### config.mk
export PLATFORM = sky130hd
export DESIGN_NAME = well512_random_generator_unit
export DESIGN_NICKNAME = d
export VERILOG_FILES = /design/src/sv/w512_pkg.sv /design/src/sv/w512_front.sv /design/src/sv/w512_modu.sv /design/src/sv/w512_core.sv /design/src/sv/well512_random_generator_unit.sv
export SDC_FILE = /design/constraint.sdc
export NUM_CORES = 2
export LEC_CHECK = 0
export ABC_AREA = 1
export ABC_CLOCK_PERIOD_IN_PS = 10400
export BUFFER_PORTS_ARGS = -buffer_cell sky130_fd_sc_hd__buf_2
export CORE_MARGIN = 4
export CORE_UTILIZATION = 50
export DETAILED_ROUTE_END_ITERATION = 10
export GPL_ROUTABILITY_DRIVEN = 0
export MAX_ROUTING_LAYER = met4
export PLACE_DENSITY = 0.64
export RECOVER_POWER = 100
export SETUP_SLACK_MARGIN = 0.05
export SYNTH_ARGS = -nofsm -noshare
export SYNTH_HDL_FRONTEND = slang
export SYNTH_SLANG_ARGS = --single-unit
### constraint.sdc
create_clock -name clk_i -period 10.4 [get_ports clk_i]
set_input_delay 0.52 -clock clk_i [delete_from_list [all_inputs] [get_ports clk_i]]
set_output_delay 0.52 -clock clk_i [all_outputs]
set_load 0.02 [all_outputs]
### src/sv/w512_pkg.sv
// Shared types and constants for the WELL512 random generator unit.
package w512_pkg;

  localparam int unsigned POOL_DEPTH  = 16;
  localparam int unsigned POOL_AW     = 4;
  localparam int unsigned QUEUE_DEPTH = 2;
  localparam int unsigned QUEUE_AW    = 1;

  localparam logic [31:0] TEMPER_MASK = 32'hda44_2d24;
  localparam logic [14:0] UNIT_MULT   = 15'd16807;
  localparam logic [31:0] MANT_MASK   = 32'h007f_ffff;
  localparam logic [31:0] ONE_BITS    = 32'h3f80_0000;

  // Pool taps relative to the current index
  localparam logic [POOL_AW-1:0] OFS_C    = 4'd13;
  localparam logic [POOL_AW-1:0] OFS_M    = 4'd9;
  localparam logic [POOL_AW-1:0] OFS_NEXT = 4'd15;

  typedef enum logic [1:0] {
    OP_RAW    = 2'd0,
    OP_RANGE  = 2'd1,
    OP_UNIT   = 2'd2,
    OP_RESEED = 2'd3
  } w512_op_e;

  typedef struct packed {
    w512_op_e    op;
    logic [31:0] seed;
    logic [31:0] low;
    logic [31:0] span;
    logic        span_zero;
  } w512_item_t;

  typedef enum logic [3:0] {
    ST_IDLE,
    ST_RD1,
    ST_RD2,
    ST_GEN,
    ST_WB,
    ST_MUL,
    ST_PREP,
    ST_NORM,
    ST_MOD,
    ST_SEED,
    ST_DONE
  } w512_state_e;

endpackage

### src/sv/w512_front.sv
// Front end: accepts commands, decodes them and holds them in a short queue.
module w512_front (
  input  logic                clk_i,
  input  logic                rst_ni,
  input  logic                push_i,
  output logic                full_o,
  input  logic [1:0]          cmd_i,
  input  logic [31:0]         seed_i,
  input  logic [31:0]         range_low_i,
  input  logic [31:0]         range_high_i,
  output logic                item_valid_o,
  input  logic                item_pop_i,
  output w512_pkg::w512_item_t item_o
);
  import w512_pkg::*;

  w512_item_t           ent_q [QUEUE_DEPTH];
  w512_item_t           ent_d;
  logic [QUEUE_AW-1:0]  wptr_q, rptr_q;
  logic [QUEUE_AW:0]    cnt_q;
  logic                 push_ok, pop_ok;
  logic [31:0]          span;

  assign full_o       = (cnt_q == (QUEUE_AW+1)'(QUEUE_DEPTH));
  assign item_valid_o = (cnt_q != '0);
  assign push_ok      = push_i && !full_o;
  assign pop_ok       = item_pop_i && item_valid_o;
  assign item_o       = ent_q[rptr_q];

  // Decode the command and precompute the range span
  always_comb begin
    span           = range_high_i - range_low_i;
    ent_d.seed     = seed_i;
    ent_d.low      = range_low_i;
    ent_d.span     = span;
    ent_d.span_zero = (span == '0);
    ent_d.op       = w512_op_e'(cmd_i);
  end

  always_ff @(posedge clk_i) begin
    if (push_ok) ent_q[wptr_q] <= ent_d;
  end

  always_ff @(posedge clk_i or negedge rst_ni) begin
    if (!rst_ni) begin
      wptr_q <= '0;
      rptr_q <= '0;
      cnt_q  <= '0;
    end else begin
      if (push_ok) wptr_q <= wptr_q + 1'b1;
      if (pop_ok)  rptr_q <= rptr_q + 1'b1;
      unique case ({push_ok, pop_ok})
        2'b10:   cnt_q <= cnt_q + 1'b1;
        2'b01:   cnt_q <= cnt_q - 1'b1;
        default: cnt_q <= cnt_q;
      endcase
    end
  end

endmodule

### src/sv/w512_modu.sv
// Iterative 32-bit remainder unit, one quotient bit per cycle.
module w512_modu (
  input  logic        clk_i,
  input  logic        rst_ni,
  input  logic        start_i,
  input  logic [31:0] dividend_i,
  input  logic [31:0] divisor_i,
  output logic        done_o,
  output logic [31:0] rem_o
);
  import w512_pkg::*;

  logic        busy_q, done_q;
  logic [4:0]  cnt_q;
  logic [31:0] rem_q, dvd_q, div_q;
  logic [32:0] trial, diff;

  assign trial  = {rem_q, dvd_q[31]};
  assign diff   = trial - {1'b0, div_q};
  assign done_o = done_q;
  assign rem_o  = rem_q;

  always_ff @(posedge clk_i) begin
    if (start_i) begin
      rem_q <= '0;
      dvd_q <= dividend_i;
      div_q <= divisor_i;
    end else if (busy_q) begin
      rem_q <= diff[32] ? trial[31:0] : diff[31:0];
      dvd_q <= {dvd_q[30:0], 1'b0};
    end
  end

  always_ff @(posedge clk_i or negedge rst_ni) begin
    if (!rst_ni) begin
      busy_q <= 1'b0;
      done_q <= 1'b0;
      cnt_q  <= '0;
    end else begin
      done_q <= 1'b0;
      if (start_i) begin
        busy_q <= 1'b1;
        cnt_q  <= '0;
      end else if (busy_q) begin
        cnt_q <= cnt_q + 1'b1;
        if (cnt_q == '1) begin
          busy_q <= 1'b0;
          done_q <= 1'b1;
        end
      end
    end
  end

endmodule

### src/sv/w512_core.sv
// Back end: pool memory, WELL512 step, range, unit float and reseed sequencing.
module w512_core (
  input  logic                clk_i,
  input  logic                rst_ni,
  input  logic [31:0]         seed_step_i,
  input  logic                item_valid_i,
  input  w512_pkg::w512_item_t item_i,
  output logic                item_pop_o,
  input  logic                pop_i,
  output logic                empty_o,
  output logic [31:0]         value_o,
  output logic                range_error_o
);
  import w512_pkg::*;

  w512_state_e state_q, state_d;

  logic [31:0]            mem_q [POOL_DEPTH];
  logic [POOL_DEPTH-1:0]  vld_q;
  logic [31:0]            rd0_q, rd1_q;
  logic                   rd0_vld_q, rd1_vld_q;
  logic [POOL_AW-1:0]     idx_q, cnt_q, ra0, ra1, wa;
  logic                   we;
  logic [31:0]            wd;

  w512_op_e    op_q;
  logic [31:0] low_q, span_q, seed_q, word_q, b_q, prod_q, pend_val_q, out_val_q;
  logic        span_zero_q, pend_err_q, out_err_q, out_vld_q;
  logic [23:0] x_q;
  logic [7:0]  exp_q;

  logic [31:0] a_w, c_w, b_w, cm_w, newa_w, d_w, out_w, mant32;
  logic [22:0] mant;
  logic        slot_free, mod_start, mod_done;
  logic [31:0] mod_rem;

  w512_modu u_modu (
    .clk_i      (clk_i),
    .rst_ni     (rst_ni),
    .start_i    (mod_start),
    .dividend_i (word_q),
    .divisor_i  (span_q),
    .done_o     (mod_done),
    .rem_o      (mod_rem)
  );

  // Unwritten entries read as zero
  always_comb begin
    a_w    = rd0_vld_q ? rd0_q : '0;
    c_w    = rd1_vld_q ? rd1_q : '0;
    b_w    = a_w ^ c_w ^ (a_w << 16) ^ (c_w << 15);
    cm_w   = a_w ^ (a_w >> 11);
    newa_w = b_q ^ cm_w;
    d_w    = newa_w ^ ((newa_w << 5) & TEMPER_MASK);
    out_w  = c_w ^ b_q ^ d_w ^ (c_w << 2) ^ (b_q << 18) ^ (cm_w << 28);
    mant32 = prod_q & MANT_MASK;
    mant   = mant32[22:0];
  end

  assign slot_free     = !out_vld_q || pop_i;
  assign empty_o       = !out_vld_q;
  assign value_o       = out_val_q;
  assign range_error_o = out_err_q;

  always_comb begin
    state_d = state_q;
    unique case (state_q)
      ST_IDLE: begin
        if (item_valid_i) state_d = (item_i.op == OP_RESEED) ? ST_SEED : ST_RD1;
      end
      ST_RD1: state_d = ST_RD2;
      ST_RD2: state_d = ST_GEN;
      ST_GEN: state_d = ST_WB;
      ST_WB: begin
        unique case (op_q)
          OP_RANGE: state_d = span_zero_q ? ST_DONE : ST_MOD;
          OP_UNIT:  state_d = ST_MUL;
          default:  state_d = ST_DONE;
        endcase
      end
      ST_MUL:  state_d = ST_PREP;
      ST_PREP: state_d = (mant[22:1] == '0) ? ST_DONE : ST_NORM;
      ST_NORM: if (x_q[23]) state_d = ST_DONE;
      ST_MOD:  if (mod_done) state_d = ST_DONE;
      ST_SEED: if (cnt_q == POOL_AW'(POOL_DEPTH-1)) state_d = ST_DONE;
      ST_DONE: if (slot_free) state_d = ST_IDLE;
      default: state_d = ST_IDLE;
    endcase
  end

  always_comb begin
    item_pop_o = 1'b0;
    ra0        = idx_q;
    ra1        = idx_q + OFS_C;
    we         = 1'b0;
    wa         = idx_q;
    wd         = word_q;
    mod_start  = 1'b0;
    unique case (state_q)
      ST_IDLE: item_pop_o = item_valid_i;
      ST_RD2: begin
        ra0 = idx_q + OFS_M;
        ra1 = idx_q + OFS_NEXT;
      end
      ST_GEN: begin
        we = 1'b1;
        wd = newa_w;
      end
      ST_WB: begin
        we        = 1'b1;
        mod_start = (op_q == OP_RANGE) && !span_zero_q;
      end
      ST_SEED: begin
        we = 1'b1;
        wa = cnt_q;
        wd = seed_q;
      end
      default: ;
    endcase
  end

  always_ff @(posedge clk_i) begin
    if (we) mem_q[wa] <= wd;
    rd0_q     <= mem_q[ra0];
    rd1_q     <= mem_q[ra1];
    rd0_vld_q <= vld_q[ra0];
    rd1_vld_q <= vld_q[ra1];
  end

  always_ff @(posedge clk_i) begin
    unique case (state_q)
      ST_IDLE: begin
        if (item_valid_i) begin
          op_q        <= item_i.op;
          low_q       <= item_i.low;
          span_q      <= item_i.span;
          span_zero_q <= item_i.span_zero;
          seed_q      <= item_i.seed;
        end
      end
      ST_RD2: b_q    <= b_w;
      ST_GEN: word_q <= out_w;
      ST_WB: begin
        pend_val_q <= (op_q == OP_RANGE) ? low_q : word_q;
        pend_err_q <= (op_q == OP_RANGE) && span_zero_q;
      end
      ST_MUL: prod_q <= word_q * {17'd0, UNIT_MULT};
      ST_PREP: begin
        x_q        <= {1'b0, mant - 23'd1};
        exp_q      <= ONE_BITS[30:23];
        pend_val_q <= '0;
        pend_err_q <= 1'b0;
      end
      ST_NORM: begin
        if (x_q[23]) begin
          pend_val_q <= {1'b0, exp_q, x_q[22:0]};
        end else begin
          x_q   <= {x_q[22:0], 1'b0};
          exp_q <= exp_q - 8'd1;
        end
      end
      ST_MOD: if (mod_done) pend_val_q <= low_q + mod_rem;
      ST_SEED: begin
        seed_q     <= seed_q + seed_q + seed_step_i;
        pend_val_q <= '0;
        pend_err_q <= 1'b0;
      end
      default: ;
    endcase
    if (state_q == ST_DONE && slot_free) begin
      out_val_q <= pend_val_q;
      out_err_q <= pend_err_q;
    end
  end

  always_ff @(posedge clk_i or negedge rst_ni) begin
    if (!rst_ni) begin
      state_q   <= ST_IDLE;
      idx_q     <= '0;
      cnt_q     <= '0;
      vld_q     <= '0;
      out_vld_q <= 1'b0;
    end else begin
      state_q <= state_d;
      if (we) vld_q[wa] <= 1'b1;
      if (state_q == ST_IDLE) cnt_q <= '0;
      else if (state_q == ST_SEED) cnt_q <= cnt_q + 1'b1;
      if (state_q == ST_GEN) idx_q <= idx_q + OFS_NEXT;
      else if (state_q == ST_SEED && cnt_q == POOL_AW'(POOL_DEPTH-1)) idx_q <= '0;
      if (state_q == ST_DONE && slot_free) out_vld_q <= 1'b1;
      else if (pop_i) out_vld_q <= 1'b0;
    end
  end

endmodule

### src/sv/well512_random_generator_unit.sv
// Top level of the WELL512 random generator unit.
//
//  channel   | handshake          | payload
//  ----------+--------------------+-----------------------------------------
//  command   | push / full        | cmd_i, seed_i, range_low_i, range_high_i
//  result    | empty / pop        | value_o, range_error_o
//  config    | cfg_we_i           | cfg_wdata_i (seed_step)
//
// One command at a time runs in the back end; a two-entry command queue and
// the result register let either side stall without stopping the other.
// After a command leaves the queue, a bounded command with unequal bounds runs
// a bit-serial remainder, a unit command normalizes with one shift per cycle,
// and a reseed writes one pool word per cycle. The pool is a 16-entry
// memory with two registered read ports and one write port; each WELL512
// step reads in ST_RD1 and ST_RD2 and writes in ST_GEN and ST_WB.
// Reset clears the pool valid bits, so the pool reads as all zero until
// written, and clears seed_step, the index and both queues at once.
module well512_random_generator_unit (
  input  logic        clk_i,
  input  logic        rst_ni,
  input  logic        cfg_we_i,
  input  logic [31:0] cfg_wdata_i,
  input  logic        push,
  output logic        full,
  input  logic [1:0]  cmd_i,
  input  logic [31:0] seed_i,
  input  logic [31:0] range_low_i,
  input  logic [31:0] range_high_i,
  output logic        empty,
  input  logic        pop,
  output logic [31:0] value_o,
  output logic        range_error_o
);
  import w512_pkg::*;

  logic [31:0] seed_step_q;
  logic        item_valid, item_pop;
  w512_item_t  item;

  // Hold the seed step; write it only while no command is in flight
  always_ff @(posedge clk_i or negedge rst_ni) begin
    if (!rst_ni) begin
      seed_step_q <= '0;
    end else if (cfg_we_i) begin
      seed_step_q <= cfg_wdata_i;
    end
  end

  // Decode and queue commands
  w512_front u_front (
    .clk_i        (clk_i),
    .rst_ni       (rst_ni),
    .push_i       (push),
    .full_o       (full),
    .cmd_i        (cmd_i),
    .seed_i       (seed_i),
    .range_low_i  (range_low_i),
    .range_high_i (range_high_i),
    .item_valid_o (item_valid),
    .item_pop_i   (item_pop),
    .item_o       (item)
  );

  // Execute commands and present each result until its transfer
  w512_core u_core (
    .clk_i         (clk_i),
    .rst_ni        (rst_ni),
    .seed_step_i   (seed_step_q),
    .item_valid_i  (item_valid),
    .item_i        (item),
    .item_pop_o    (item_pop),
    .pop_i         (pop),
    .empty_o       (empty),
    .value_o       (value_o),
    .range_error_o (range_error_o)
  );

endmodule

==> run metrics <==
outcome=finished with violations; failing checks=capacitance limit, slew limit; crit path DAT=slightly below 8 ns; post-place setup slack=5.17 ns; synthesized cell area=0.0640 sq mm; Skew-Pair Late Insertion Delay=0.78 ns; setup total negative slack=0 ns; WL met3=between 15000 and 20000 um; register area share after synthesis=0.555; Avg WL per Cell=22.5 um; Synth Area in XOR/XNOR=0.0424; mux share of post-synthesis cell area=0.00788; I/O Pins=170; Worst Reg-to-Reg Cells=10; synth top area cells=edfxtp_1 (50%), nand2_1 (9.7%), o21ai_0 (4.9%); Initial Util=0.503; met1 wire length=77600 um; Slowest cell on crit path=clkbuf_1; RSZ-0062 raised after global routing=false; non-filler cells, final=~8500; antenna violations before repair=4; Primary FF master, synth=edfxtp_1; adder-cell share of the synthesized area=0.0661; Pre-antenna DRT Iters=6; vias in the first global route=47463; routed wire length=between 150000 and 200000 um; Setup Skew=0.0361 ns; reg2reg end=u_core.mem_q[1][0]; max-cap check violation count=35; gr usage total=0.288; DR vias=49966; hold depth=4; num rows=roughly 130; htree depth=4; final antenna-violating net count=0; post-synthesis area per instance=between 9 and 10 sq um; # hold bufs at CTS=99; Core Footprint=0.127 sq mm; Max Buffers Root-to-Sink=3; worst slew pin tran=4.35 ns; Top Metal Used=met4; crit-path max cell delay=2.43 ns; top cell type's share of synthesized area=0.496; Area Overhead vs Synth=12.2%; critical path class=flop to flop; Setup Buffers After CTS=0; Yosys reg bits=1228; gr ovfl total=0; Synth cell types=57; die width=366 um; post-layout worst setup margin=2.77 ns; Tcrit/Tclk final=0.733; min-delay worst type=input port to flop; share of layout cells above drive strength 1=0.0596; Slew Viols, Final=1460; # setup viols final=0; hold violation count in the final report=0; Worst R2R Setup Slack=2.77 ns; die area=0.134 sq mm; Net count, final=7191; clock transition at the registers of the reported paths=roughly 0.06 ns; dpl cell area=roughly 0.067 sq mm; FF-to-FF Start=u_core.state_q[3]; Crit Path Max Fanout=60; metal2 WL=roughly 90000 um; crit-path cells=inv_1 > nor2_1 > inv_1 > nor2_1 > clkbuf_1 > nor2_1 > nand2_1 > nand3_1 > nor2_4 > clkbuf_1; post-cts resize count=0; Root Buffer=clkbuf_16; Critical Path Sink=u_core.mem_q[1][0]; detailed-route DRC error count=0; async set or reset register ratio after synthesis=0.0586; pin count of the biggest net entering global routing=around 190; Worst EP required=10.70 ns; cell mode on critical path=nor2_1; Post-synth EDFFs=roughly 1100; Worst slew margin=-1.90; syn_nets=7008; CTS Buf Count=around 140; synth warn=0; CTS tree=yes; Crit. End Element=flop; CP Launch Type=flop; clk sink count=1228; Mapped Cells=6578; main combinational cell family by area after synthesis=simple AND/OR/NAND/NOR gates; port bufs=approximately 170; cell accounting for the most synthesized area=edfxtp_1; min cycle time layout=around 7.6 ns; via-per-instance ratio=just under 6; Synth Area in Compound Gates=0.125; Die Span Y=366 um; Setup crit start=u_core.state_q[3]; Placed Cells=8185; Post-synth top cells=nand2_1 (1649), edfxtp_1 (1058), o21ai_0 (625); Synth Area in Simple Gates=0.152; Iter 0 DRT Violations=6210; Fmax=131 MHz; most common cell in the netlist=nand2_1; post-DP HPWL=123000 um; post-route cell area=0.0718 sq mm; global-route wire length before repair=289000 um
==> how the worst min path moves through the flow <==
stage,end,slack (ns),from
4_1_cts,u_core.out_vld_q,0.10,pop
5_1_grt,u_core.out_vld_q,0.17,pop
3_3_place_gp,u_core.u_modu.div_q[27],0.40,u_core.span_q[27]
2_1_floorplan,seed_step_q[0],0.22,rst_ni
6_report,u_core.out_vld_q,0.17,pop
3_5_place_dp,u_core.u_modu.div_q[25],0.40,u_core.span_q[25]
==> critical path: cells and delay by family, from the launching register on <==
family        cells  cell delay, ns
simple gates      6            1.97
buf+inv           4            4.70
flops             1            0.40
==> flip-flops by register name, summed over array words and instances, names as in the netlist, 5 cells and up <==
name	cells
u_core.rd1_q	32
u_core.mem_q	512
u_core.span_q	32
u_core.seed_q	32
u_core.x_q	24
seed_step_q	32
u_core.word_q	32
u_core.exp_q	8
u_core.u_modu.rem_o	32
u_core.pend_val_q	32
u_core.value_o	32
u_core.b_q	32
u_core.prod_q	23
u_core.u_modu.cnt_q	5
u_core.rd0_q	32
u_core.u_modu.div_q	32
u_core.low_q	32
u_front.ent_q	198
u_core.vld_q	16
u_core.u_modu.dvd_q	32
==> per-stage QoR <==
stage | util | hold WS [ns]
final | 0.564 | 0.175
after floorplan | - | 0.224
after global placement | 0.523 | 0.403
after detailed placement | 0.523 | 0.405
after global routing | 0.564 | 0.173
after CTS | 0.567 | 0.101
==> cell usage in the layout, fill, tap and decap left out, types with 23 or more instances in the layout <==
master,count
dfxtp_1,98
clkbuf_16,140
nand2_1,1649
a31oi_1,170
inv_1,516
o21ai_1,29
nor2_1,529
o21ai_0,674
xor2_1,175
nand3_1,176
nor3_1,27
o211ai_1,45
dfrtp_1,71
clkbuf_1,176
buf_4,27
xnor2_1,133
fa_1,72
mux2_2,40
buf_2,74
nand4_1,26
o22ai_1,76
dlygate4sd3_1,99
o221ai_1,83
ha_1,223
edfxtp_1,1058
a21oi_1,239
clkinv_2,23
==> logic make-up (layout without fill, tap and decap cells) <==
logic type,after synthesis,in the layout
AOI/OAI and AO/OA,1405,1405
xor gates and xnor gates,310,310
adders and majority gates,295,295
buffers and inverters,830,1126
DFF,1228,1228
muxes,45,45
other,0,3
and+or+nand+nor,2465,2465
==> area by class of cell <==
cell class / instances / area [sq um]
clock buffer: 189 / 3820
multi-input combinational: 4520 / 25400
fill: 10895 / 55500
tap: 1662 / 2080
antenna: 3 / 7.51
sequential: 1228 / 35500
inverter: 527 / 2000
timing repair buffer: 347 / 2200
clock inverter: 63 / 838
==> layer usage <==
layer,up-vias,GRT usage
li1,23069,-
met3,455,0.0410
met1,24036,0.382
met2,2406,0.448
met5,-,-
met4,0,0.123
Power is not shown: default switching activity piles up to over one toggle a cycle in this logic, so the estimate is an artifact.
